## config.mk

```make
export PLATFORM = sky130hd
export DESIGN_NAME = adsr_envelope_gain_core
export DESIGN_NICKNAME = d
export VERILOG_FILES = /design/src/hw/rtl/aeg_pkg.sv /design/src/hw/rtl/aeg_front.sv /design/src/hw/rtl/aeg_queue.sv /design/src/hw/rtl/aeg_back.sv /design/src/hw/rtl/adsr_envelope_gain_core.sv
export SDC_FILE = /design/constraint.sdc
export NUM_CORES = 2
export LEC_CHECK = 0
export ABC_CLOCK_PERIOD_IN_PS = 8800
export BUFFER_PORTS_ARGS = -buffer_cell sky130_fd_sc_hd__buf_2
export CAP_MARGIN = 30
export CORE_MARGIN = 8
export CORE_UTILIZATION = 45
export CTS_CLUSTER_DIAMETER = 50
export DETAILED_ROUTE_END_ITERATION = 8
export PLACE_DENSITY_LB_ADDON = 0.12
export SLEW_MARGIN = 20
export SYNTH_ARGS = -nofsm -noshare
export SYNTH_HDL_FRONTEND = slang
export SYNTH_SLANG_ARGS = --single-unit
```

## constraint.sdc

```tcl
create_clock -name clock -period 8.8 [get_ports clock]
set_clock_uncertainty 0.2 [all_clocks]
set_input_delay 0.88 -clock clock [delete_from_list [all_inputs] [get_ports clock]]
set_output_delay 0.88 -clock clock [all_outputs]
set_load 0.02 [all_outputs]
```

## src/hw/rtl/aeg_pkg.sv

```systemverilog
// ----------------------------------------------------------------------------
// aeg_pkg: shared types and constants
// constants, payload structs and codes for the envelope gain core
// ----------------------------------------------------------------------------
package aeg_pkg;

   localparam int SAMPLE_BITS    = 16;
   localparam int GAIN_FRAC_BITS = 16;
   localparam int SCALE_BITS     = 15;
   localparam int GAIN_BITS      = SCALE_BITS + GAIN_FRAC_BITS;
   localparam int STEP_BITS      = 31;
   localparam int LEVEL_BITS     = 15;
   localparam int CSR_DATA_BITS  = 31;
   localparam int CSR_ADDR_BITS  = 2;
   localparam int PROD_BITS      = SAMPLE_BITS + GAIN_BITS;
   localparam int SCALED_BITS    = PROD_BITS - GAIN_FRAC_BITS;
   localparam int QUOT_BITS      = SAMPLE_BITS + 1;

   localparam logic [SCALE_BITS-1:0] FULL_SCALE = 15'h7fff;
   localparam logic [GAIN_BITS-1:0]  FULL_GAIN  = {FULL_SCALE, {GAIN_FRAC_BITS{1'b0}}};

   typedef enum logic [2:0] {
      PH_IDLE    = 3'd0,
      PH_ATTACK  = 3'd1,
      PH_DECAY   = 3'd2,
      PH_SUSTAIN = 3'd3,
      PH_RELEASE = 3'd4
   } phase_type;

   typedef enum logic [1:0] {
      ACT_SAMPLE   = 2'd0,
      ACT_NOTE_ON  = 2'd1,
      ACT_NOTE_OFF = 2'd2
   } action_type;

   typedef enum logic [CSR_ADDR_BITS-1:0] {
      CSR_ATTACK_STEP   = 2'd0,
      CSR_DECAY_STEP    = 2'd1,
      CSR_SUSTAIN_LEVEL = 2'd2,
      CSR_RELEASE_STEP  = 2'd3
   } csr_index_type;

   typedef struct packed {
      logic [1:0]                    action;
      logic signed [SAMPLE_BITS-1:0] sample_in;
   } req_type;

   typedef struct packed {
      logic signed [SAMPLE_BITS-1:0] sample_out;
      phase_type                     phase;
   } rsp_type;

   // one sample waiting to be scaled
   typedef struct packed {
      logic                   neg;
      logic [SAMPLE_BITS-1:0] mag;
      logic [GAIN_BITS-1:0]   gain;
      phase_type              phase;
   } work_type;

endpackage

```

## src/hw/rtl/aeg_front.sv

```systemverilog
// ----------------------------------------------------------------------------
// aeg_front: envelope state and item intake
// holds the settings and the gain/phase state, emits one work item per sample
// ----------------------------------------------------------------------------
module aeg_front (
   input  logic                              clock,
   input  logic                              reset,
   input  logic                              csr_we,
   input  logic [aeg_pkg::CSR_ADDR_BITS-1:0] csr_addr,
   input  logic [aeg_pkg::CSR_DATA_BITS-1:0] csr_wdata,
   input  logic                              accept,
   input  aeg_pkg::req_type                  req_data,
   output logic                              work_push,
   output aeg_pkg::work_type                 work_data
);
   import aeg_pkg::*;

   logic [STEP_BITS-1:0]  attack_step_ff;
   logic [STEP_BITS-1:0]  decay_step_ff;
   logic [LEVEL_BITS-1:0] sustain_level_ff;
   logic [STEP_BITS-1:0]  release_step_ff;
   logic [GAIN_BITS-1:0]  gain_ff;
   logic [GAIN_BITS-1:0]  gain_in;
   phase_type             phase_ff;
   phase_type             phase_in;
   logic [GAIN_BITS:0]    attack_sum;
   logic [GAIN_BITS-1:0]  decay_diff;
   logic [GAIN_BITS-1:0]  release_diff;
   logic [GAIN_BITS-1:0]  sustain_gain;
   logic                  is_sample;

   always_ff @(posedge clock) begin
      if (reset) begin
         attack_step_ff   <= 31'd44737877;
         decay_step_ff    <= '0;
         sustain_level_ff <= FULL_SCALE;
         release_step_ff  <= 31'd44737877;
      end else if (csr_we) begin
         unique case (csr_index_type'(csr_addr))
            CSR_ATTACK_STEP:   attack_step_ff   <= csr_wdata[STEP_BITS-1:0];
            CSR_DECAY_STEP:    decay_step_ff    <= csr_wdata[STEP_BITS-1:0];
            CSR_SUSTAIN_LEVEL: sustain_level_ff <= csr_wdata[LEVEL_BITS-1:0];
            CSR_RELEASE_STEP:  release_step_ff  <= csr_wdata[STEP_BITS-1:0];
            default: ;
         endcase
      end
   end

   assign attack_sum   = {1'b0, gain_ff} + {1'b0, attack_step_ff};
   assign decay_diff   = gain_ff - decay_step_ff;
   assign release_diff = gain_ff - release_step_ff;
   assign sustain_gain = {sustain_level_ff, {GAIN_FRAC_BITS{1'b0}}};
   assign is_sample    = (req_data.action == ACT_SAMPLE);

   // next state
   always_comb begin
      gain_in  = gain_ff;
      phase_in = phase_ff;
      unique case (req_data.action)
         ACT_NOTE_ON:  phase_in = PH_ATTACK;
         ACT_NOTE_OFF: phase_in = PH_RELEASE;
         ACT_SAMPLE: begin
            unique case (phase_ff)
               PH_ATTACK: begin
                  if (attack_sum > {1'b0, FULL_GAIN}) begin
                     gain_in  = FULL_GAIN;
                     phase_in = PH_DECAY;
                  end else begin
                     gain_in = attack_sum[GAIN_BITS-1:0];
                  end
               end
               PH_DECAY: begin
                  if (decay_step_ff > gain_ff) begin
                     gain_in  = '0;
                     phase_in = PH_SUSTAIN;
                  end else begin
                     gain_in = decay_diff;
                     if (decay_diff < sustain_gain) begin
                        phase_in = PH_SUSTAIN;
                     end
                  end
               end
               PH_SUSTAIN: ;
               PH_RELEASE: begin
                  if (release_step_ff > gain_ff) begin
                     gain_in  = '0;
                     phase_in = PH_IDLE;
                  end else begin
                     gain_in = release_diff;
                  end
               end
               default: phase_in = PH_IDLE;
            endcase
         end
         default: ;
      endcase
   end

   // outputs: sign and magnitude, the gain before its step, the phase after it
   always_comb begin
      work_push       = accept && is_sample;
      work_data.neg   = req_data.sample_in[SAMPLE_BITS-1];
      work_data.mag   = work_data.neg ? (~req_data.sample_in + 1'b1)
                                      : req_data.sample_in;
      work_data.gain  = (phase_ff == PH_IDLE) ? '0 : gain_ff;
      work_data.phase = phase_in;
   end

   always_ff @(posedge clock) begin
      if (reset) begin
         gain_ff  <= '0;
         phase_ff <= PH_IDLE;
      end else if (accept) begin
         gain_ff  <= gain_in;
         phase_ff <= phase_in;
      end
   end

endmodule

```

## src/hw/rtl/aeg_queue.sv

```systemverilog
// ----------------------------------------------------------------------------
// aeg_queue: work item queue
// short first-in first-out buffer between intake and scaling
// ----------------------------------------------------------------------------
module aeg_queue #(
   parameter int DEPTH = 4
) (
   input  logic                       clock,
   input  logic                       reset,
   input  logic                       push,
   input  aeg_pkg::work_type          push_data,
   input  logic                       pop,
   output aeg_pkg::work_type          head_data,
   output logic                       q_full,
   output logic                       q_empty,
   output logic [$clog2(DEPTH+1)-1:0] q_count
);
   import aeg_pkg::*;

   localparam int PTR_BITS = $clog2(DEPTH);
   localparam int CNT_BITS = $clog2(DEPTH + 1);
   localparam logic [PTR_BITS-1:0] LAST = PTR_BITS'(DEPTH - 1);

   work_type            mem_ff [DEPTH];
   logic [PTR_BITS-1:0] wr_ptr_ff;
   logic [PTR_BITS-1:0] rd_ptr_ff;
   logic [CNT_BITS-1:0] count_ff;
   logic [CNT_BITS-1:0] count_in;

   assign q_full    = (count_ff == CNT_BITS'(DEPTH));
   assign q_empty   = (count_ff == '0);
   assign q_count   = count_ff;
   assign head_data = mem_ff[rd_ptr_ff];

   always_comb begin
      count_in = count_ff;
      if (push && !pop) begin
         count_in = count_ff + 1'b1;
      end else if (pop && !push) begin
         count_in = count_ff - 1'b1;
      end
   end

   always_ff @(posedge clock) begin
      if (push) begin
         mem_ff[wr_ptr_ff] <= push_data;
      end
   end

   always_ff @(posedge clock) begin
      if (reset) begin
         wr_ptr_ff <= '0;
         rd_ptr_ff <= '0;
         count_ff  <= '0;
      end else begin
         count_ff <= count_in;
         if (push) begin
            wr_ptr_ff <= (wr_ptr_ff == LAST) ? '0 : wr_ptr_ff + 1'b1;
         end
         if (pop) begin
            rd_ptr_ff <= (rd_ptr_ff == LAST) ? '0 : rd_ptr_ff + 1'b1;
         end
      end
   end

endmodule

```

## src/hw/rtl/aeg_back.sv

```systemverilog
// ----------------------------------------------------------------------------
// aeg_back: sample scaling pipeline
// multiplies by the gain, divides by full scale, holds the result for pop
// ----------------------------------------------------------------------------
module aeg_back (
   input  logic              clock,
   input  logic              reset,
   input  logic              q_empty,
   input  aeg_pkg::work_type head_data,
   output logic              q_pop,
   input  logic              pop,
   output logic              empty,
   output aeg_pkg::rsp_type  rsp_data
);
   import aeg_pkg::*;

   logic                    a_valid_ff;
   logic [SCALED_BITS-1:0]  a_scaled_ff;
   logic                    a_neg_ff;
   phase_type               a_phase_ff;
   logic                    b_valid_ff;
   rsp_type                 b_data_ff;
   rsp_type                 b_data_in;
   logic                    adv_a;
   logic                    adv_b;
   logic [PROD_BITS-1:0]    prod;
   logic [SAMPLE_BITS-1:0]  hi;
   logic [QUOT_BITS-1:0]    lo_sum;
   logic [QUOT_BITS-1:0]    quot;
   logic [QUOT_BITS-1:0]    signed_quot;

   assign adv_b = !b_valid_ff || pop;
   assign adv_a = !a_valid_ff || adv_b;
   assign q_pop = !q_empty && adv_a;

   // stage a: product scaled down by the fraction bits
   assign prod = PROD_BITS'(head_data.mag) * PROD_BITS'(head_data.gain);

   // stage b: divide by full scale, x = hi*2^15 + lo = hi*0x7fff + (hi + lo)
   assign hi     = a_scaled_ff[SCALED_BITS-1:SCALE_BITS];
   assign lo_sum = QUOT_BITS'(hi) + QUOT_BITS'(a_scaled_ff[SCALE_BITS-1:0]);

   always_comb begin
      quot = QUOT_BITS'(hi);
      if (lo_sum >= QUOT_BITS'({FULL_SCALE, 1'b0})) begin
         quot = QUOT_BITS'(hi) + QUOT_BITS'(2);
      end else if (lo_sum >= QUOT_BITS'(FULL_SCALE)) begin
         quot = QUOT_BITS'(hi) + QUOT_BITS'(1);
      end
      signed_quot          = a_neg_ff ? (~quot + 1'b1) : quot;
      b_data_in.sample_out = signed_quot[SAMPLE_BITS-1:0];
      b_data_in.phase      = a_phase_ff;
   end

   always_ff @(posedge clock) begin
      if (reset) begin
         a_valid_ff <= 1'b0;
         b_valid_ff <= 1'b0;
      end else begin
         if (adv_a) begin
            a_valid_ff <= q_pop;
         end
         if (adv_b) begin
            b_valid_ff <= a_valid_ff;
         end
      end
   end

   always_ff @(posedge clock) begin
      if (adv_a) begin
         a_scaled_ff <= prod[PROD_BITS-1:GAIN_FRAC_BITS];
         a_neg_ff    <= head_data.neg;
         a_phase_ff  <= head_data.phase;
      end
      if (adv_b) begin
         b_data_ff <= b_data_in;
      end
   end

   assign empty    = !b_valid_ff;
   assign rsp_data = b_data_ff;

endmodule

```

## src/hw/rtl/adsr_envelope_gain_core.sv

```systemverilog
// ----------------------------------------------------------------------------
// adsr_envelope_gain_core: attack-decay-sustain-release gain on audio samples
// takes samples and note events, returns each sample scaled by the envelope
// ----------------------------------------------------------------------------
// One item is taken per clock while full is low: the envelope gain moves by
// a single add and compare in the intake stage, so a sample or a note event
// can follow in the very next cycle. Note on and note off change the phase
// and give no result. A sample transfer gives one result that passes the
// queue write, then multiply, then divide by full scale, and waits at the
// result ports until popped. The queue holds QUEUE_DEPTH samples; full rises
// only when it and the two scaling stages are all occupied. The gain is
// unsigned Q15.16, the result is sample * gain / (0x7fff * 2^16) truncated
// toward zero. Settings are to be written through csr_we/csr_addr/csr_wdata
// only while idle; the block itself does not enforce this.
module adsr_envelope_gain_core #(
   parameter int QUEUE_DEPTH = 4
) (
   input  logic                              clock,
   input  logic                              reset,
   // input queue side
   input  logic                              push,
   output logic                              full,
   input  aeg_pkg::req_type                  req_data,
   // result queue side
   output logic                              empty,
   input  logic                              pop,
   output aeg_pkg::rsp_type                  rsp_data,
   // settings write port
   input  logic                              csr_we,
   input  logic [aeg_pkg::CSR_ADDR_BITS-1:0] csr_addr,
   input  logic [aeg_pkg::CSR_DATA_BITS-1:0] csr_wdata
);
   import aeg_pkg::*;

   localparam int CNT_BITS = $clog2(QUEUE_DEPTH + 1);

   logic                accept;
   logic                work_push;
   work_type            work_data;
   work_type            head_data;
   logic                q_pop;
   logic                q_full;
   logic                q_empty;
   logic [CNT_BITS-1:0] q_count;

   // an item transfers whenever the queue has room
   assign full   = q_full;
   assign accept = push && !q_full;

   // intake: settings, envelope state, one work item per sample
   aeg_front u_front (
      .clock     (clock),
      .reset     (reset),
      .csr_we    (csr_we),
      .csr_addr  (csr_addr),
      .csr_wdata (csr_wdata),
      .accept    (accept),
      .req_data  (req_data),
      .work_push (work_push),
      .work_data (work_data)
   );

   // decouples intake from scaling
   aeg_queue #(
      .DEPTH (QUEUE_DEPTH)
   ) u_queue (
      .clock     (clock),
      .reset     (reset),
      .push      (work_push),
      .push_data (work_data),
      .pop       (q_pop),
      .head_data (head_data),
      .q_full    (q_full),
      .q_empty   (q_empty),
      .q_count   (q_count)
   );

   // scaling pipeline with result register
   aeg_back u_back (
      .clock     (clock),
      .reset     (reset),
      .q_empty   (q_empty),
      .head_data (head_data),
      .q_pop     (q_pop),
      .pop       (pop),
      .empty     (empty),
      .rsp_data  (rsp_data)
   );

`ifndef SYNTHESIS
   // a waiting result stays put until it is popped
   a_rsp_hold: assert property (@(posedge clock) disable iff (reset)
      (!empty && !pop) |=> (!empty && $stable(rsp_data)))
      else $error("waiting result changed before its transfer");

   // queue occupancy rises on a push without a pop
   a_count_track: assert property (@(posedge clock) disable iff (reset)
      (work_push && !q_pop) |=> (q_count == $past(q_count) + 1'b1))
      else $error("queue count missed a push");

   // nothing pending and room for items straight after reset
   a_reset_clear: assert property (@(posedge clock)
      reset |=> (empty && !full && q_count == '0))
      else $error("block not clear after reset");
`endif

endmodule

```

==> impl_metrics.yaml <==
min_path:
  worstHoldPathType: "reg2reg"
  hold_depth: 0
  hold-path-endpoint: "u_back.rsp_data[2]$_DFFE_PP_"
  min_from: "u_back.a_phase_ff[2]$_DFFE_PN_"
clock_network:
  clockBufferDepth: 3
  clock_sinks: 411
  clk_pin_slew_ps: 60
  clockRootBuffer: "clkbuf_16"
  postCtsSetupRepairBufs: 0
  h-tree-depth: 2
  cts_buffers: 53
  clk_latency_ps: 610
  cts_tree: "done"
sta:
  rsz0062_at_grt: "false"
  fin_ws_ps: 572.6
  slew_viol_final: 0
  worstMarginPinSlew_ps: 988.3
  hold_viol_final: 0
  setup_viol: 0
  max_freq_mhz: 121.5
  period_share_pct: 93.49
  min_period_ps: 8227
  tns_ps: 0
  slew_headroom_pct: 34.12
global_routing:
  grt_overflow: 0
  grt_max_degree: 70
  grt_pass1_wl_mm: 157.5
  grtUsageTotal_pct: 20.97
  grt_pass1_vias: 28190
  antenna_found_initial: 0
worst_setup_path:
  startpoint_type: "flop"
  cp.required_ps: 8950
  worst_path_most_repeated_cell: "fa_1"
  crit_fanout: 15
  worst_ep_arrival_time_ps: 8380
  slowest_stage: "dfxtp_4"
  r2r_cells: 29
  crit_type: "reg2reg"
  cp_slowest_stage_delay_ps: 520
  rr_endpoint: "u_back.a_scaled_ff[30]$_DFFE_PN_"
  r2r_slack_ps: 570
  crit_path_end_kind: "flop"
synth:
  synth-edff-count: 258
  synth_ff_type: "edfxtp_1"
  postSynthAreaPerCell_um2: 9.565
  syn_area_mm2: 0.03744
  synthDistinctLibCells: 89
  ys_warn_count: 0
  seq_area_frac_synth_pct: 28.88
  synth_seq_cells: 411
  synth_fp_nets: 4626
  netlist_instances: 3914
  async_flop_share_pct: 0
route:
  drtPass1Iterations: 5
  vias_per_cell: 5.336
  drtIter0Drc: 1476
  ant_nets: 0
  drc_errors: 0
  via_count: 27030
  routed_wl_mm: 97.78
  wire_per_inst_um: 19.30
final_layout:
  nets: 4666
  synthToLayoutAreaGrowth_pct: 9.197
  fillers: 7802
  drive_gt1_share_pct: 8.333
  final_common_cell: "nand2_1"
  diodes: 0
  final_cell_mix: "615 x nand2_1, 558 x inv_1, 408 x fa_1, 258 x edfxtp_1, 248 x ha_1"
placed_design:
  place_worst_setup_slack_ps: 401.1
  gp_congestion: 0.9073
  hpwl_mm: 76.93
  io_buffers: 76
die:
  core_region_area_mm2: 0.08224
  rows: 105
  die-area_mm2: 0.09268
  design.portCount: 77
  die-height_um: 304.4
  initial_utilization_pct: 45.52
  die_x_um: 304.4
outcome:
  status: "finished clean"
flow_run:
  drv_cap: 0
[layout make-up]
type	count	area, um2	area share [%]
Multi-Input combinational cell	2776	23920	58.50
Clock inverter	29	290.3	0.7100
Clock buffer	68	1439	3.520
Sequential cell	411	10820	26.46
Inverter	559	2098	5.133
Timing Repair Buffer	153	980.9	2.399
Tap cell	1070	1339	3.275
[timing repair]
| item | CTS | global route |
|---|---|---|
| gates resized for setup | 0 | 4 |
| hold buffers | 0 | 0 |
| setup endpoints to repair | 0 | 1 |
[Yosys cell counts, drive strengths merged, types with 15 or more instances]
library cell | n | area, um2
a211o | 23 | 201.4
a211oi | 21 | 172.7
a21o | 76 | 570.6
a21oi | 195 | 983.4
a221oi | 16 | 140.1
a22oi | 15 | 112.6
a31oi | 19 | 118.9
and2 | 132 | 825.8
and3 | 22 | 142.6
buf | 19 | 83.83
clkbuf | 149 | 559.3
dfxtp | 153 | 3063
edfxtp | 258 | 7747
fa | 408 | 8168
ha | 248 | 3103
inv | 558 | 2095
mux2 | 21 | 236.5
mux2i | 31 | 310.3
mux4 | 31 | 698.2
nand2 | 615 | 2308
nand2b | 17 | 106.4
nand3 | 32 | 160.2
nand3b | 36 | 270.3
nand4 | 25 | 171.4
nor2 | 213 | 799.5
nor2b | 54 | 337.8
nor3 | 39 | 195.2
o21a | 40 | 301.5
o21ai | 113 | 569.3
o21bai | 20 | 150.1
xnor2 | 99 | 867.1
xor2 | 54 | 473.0
[how the worst max path moves through the flow]
stage,startpoint,end,slack [ps],depth (start not counted)
5_1_grt,flop,u_back.a_scaled_ff[30]$_DFFE_PN_,100,31
3_3_place_gp,flop,u_back.a_scaled_ff[30]$_DFFE_PN_,480,27
6_report,flop,u_back.a_scaled_ff[30]$_DFFE_PN_,570,29
3_5_place_dp,flop,u_back.a_scaled_ff[30]$_DFFE_PN_,400,27
2_1_floorplan,flop,u_back.a_scaled_ff[30]$_DFFE_PN_,350,30
4_1_cts,flop,u_back.a_scaled_ff[30]$_DFFE_PN_,400,27
[worst max-delay path: cells and delay by family, from the launching register on]
kind,cells,cell delay [ps]
mux,1,360
xor+xnor,1,90
flops,1,520
fa+ha+maj,7,3220
compound gates,10,2220
buf+inv,7,860
simple gates,3,530
[sequential cells by signal (all words and copies together), names as in the netlist, 2 cells and up, named ones only]
register	cells
u_queue.rd_ptr_ff	2
u_back.rsp_data	19
u_queue.q_count	3
u_front.gain_ff	31
u_front.sustain_level_ff	15
u_back.a_scaled_ff	31
u_front.release_step_ff	31
u_queue.mem_ff	204
u_queue.wr_ptr_ff	2
u_front.decay_step_ff	31
u_front.attack_step_ff	31
u_back.a_phase_ff	3
u_front.phase_ff	3
[through the flow]
step	utilization (%)	area [um2]	hold slack (ps)	std cells
detailed placement	47.59	39140	205.2	4969
floorplan	-	37440	200.3	3914
finish	49.71	40880	214.5	5066
global route	49.71	40880	224.3	5066
global placement	47.57	39120	206.3	4968
CTS	49.69	40870	219.1	5066
[logic make-up after synthesis]
kind of cell	count (synthesis)	share of synthesized area, %
and+or+nand+nor	1242	15.37
buffers and inverters	727	7.322
adders and majority gates	656	30.10
AOI/OAI and AO/OA	642	11.42
DFF	411	28.88
xor gates and xnor gates	153	3.579
muxes	83	3.325
[metal layers]
| metal | track usage (%) | wire length, um | up-vias |
|---|---|---|---|
| met2 | 35.45 | 45910 | 620 |
| met3 | 2.747 | 4685 | 149 |
| met1 | 28.41 | 44620 | 13210 |
| li1 | - | - | 13050 |
| met4 | 5.307 | 2563 | 0 |
| met5 | 0 | 0 | - |
Power is not shown: default switching activity piles up to over one toggle a cycle in this logic, so the estimate is an artifact.
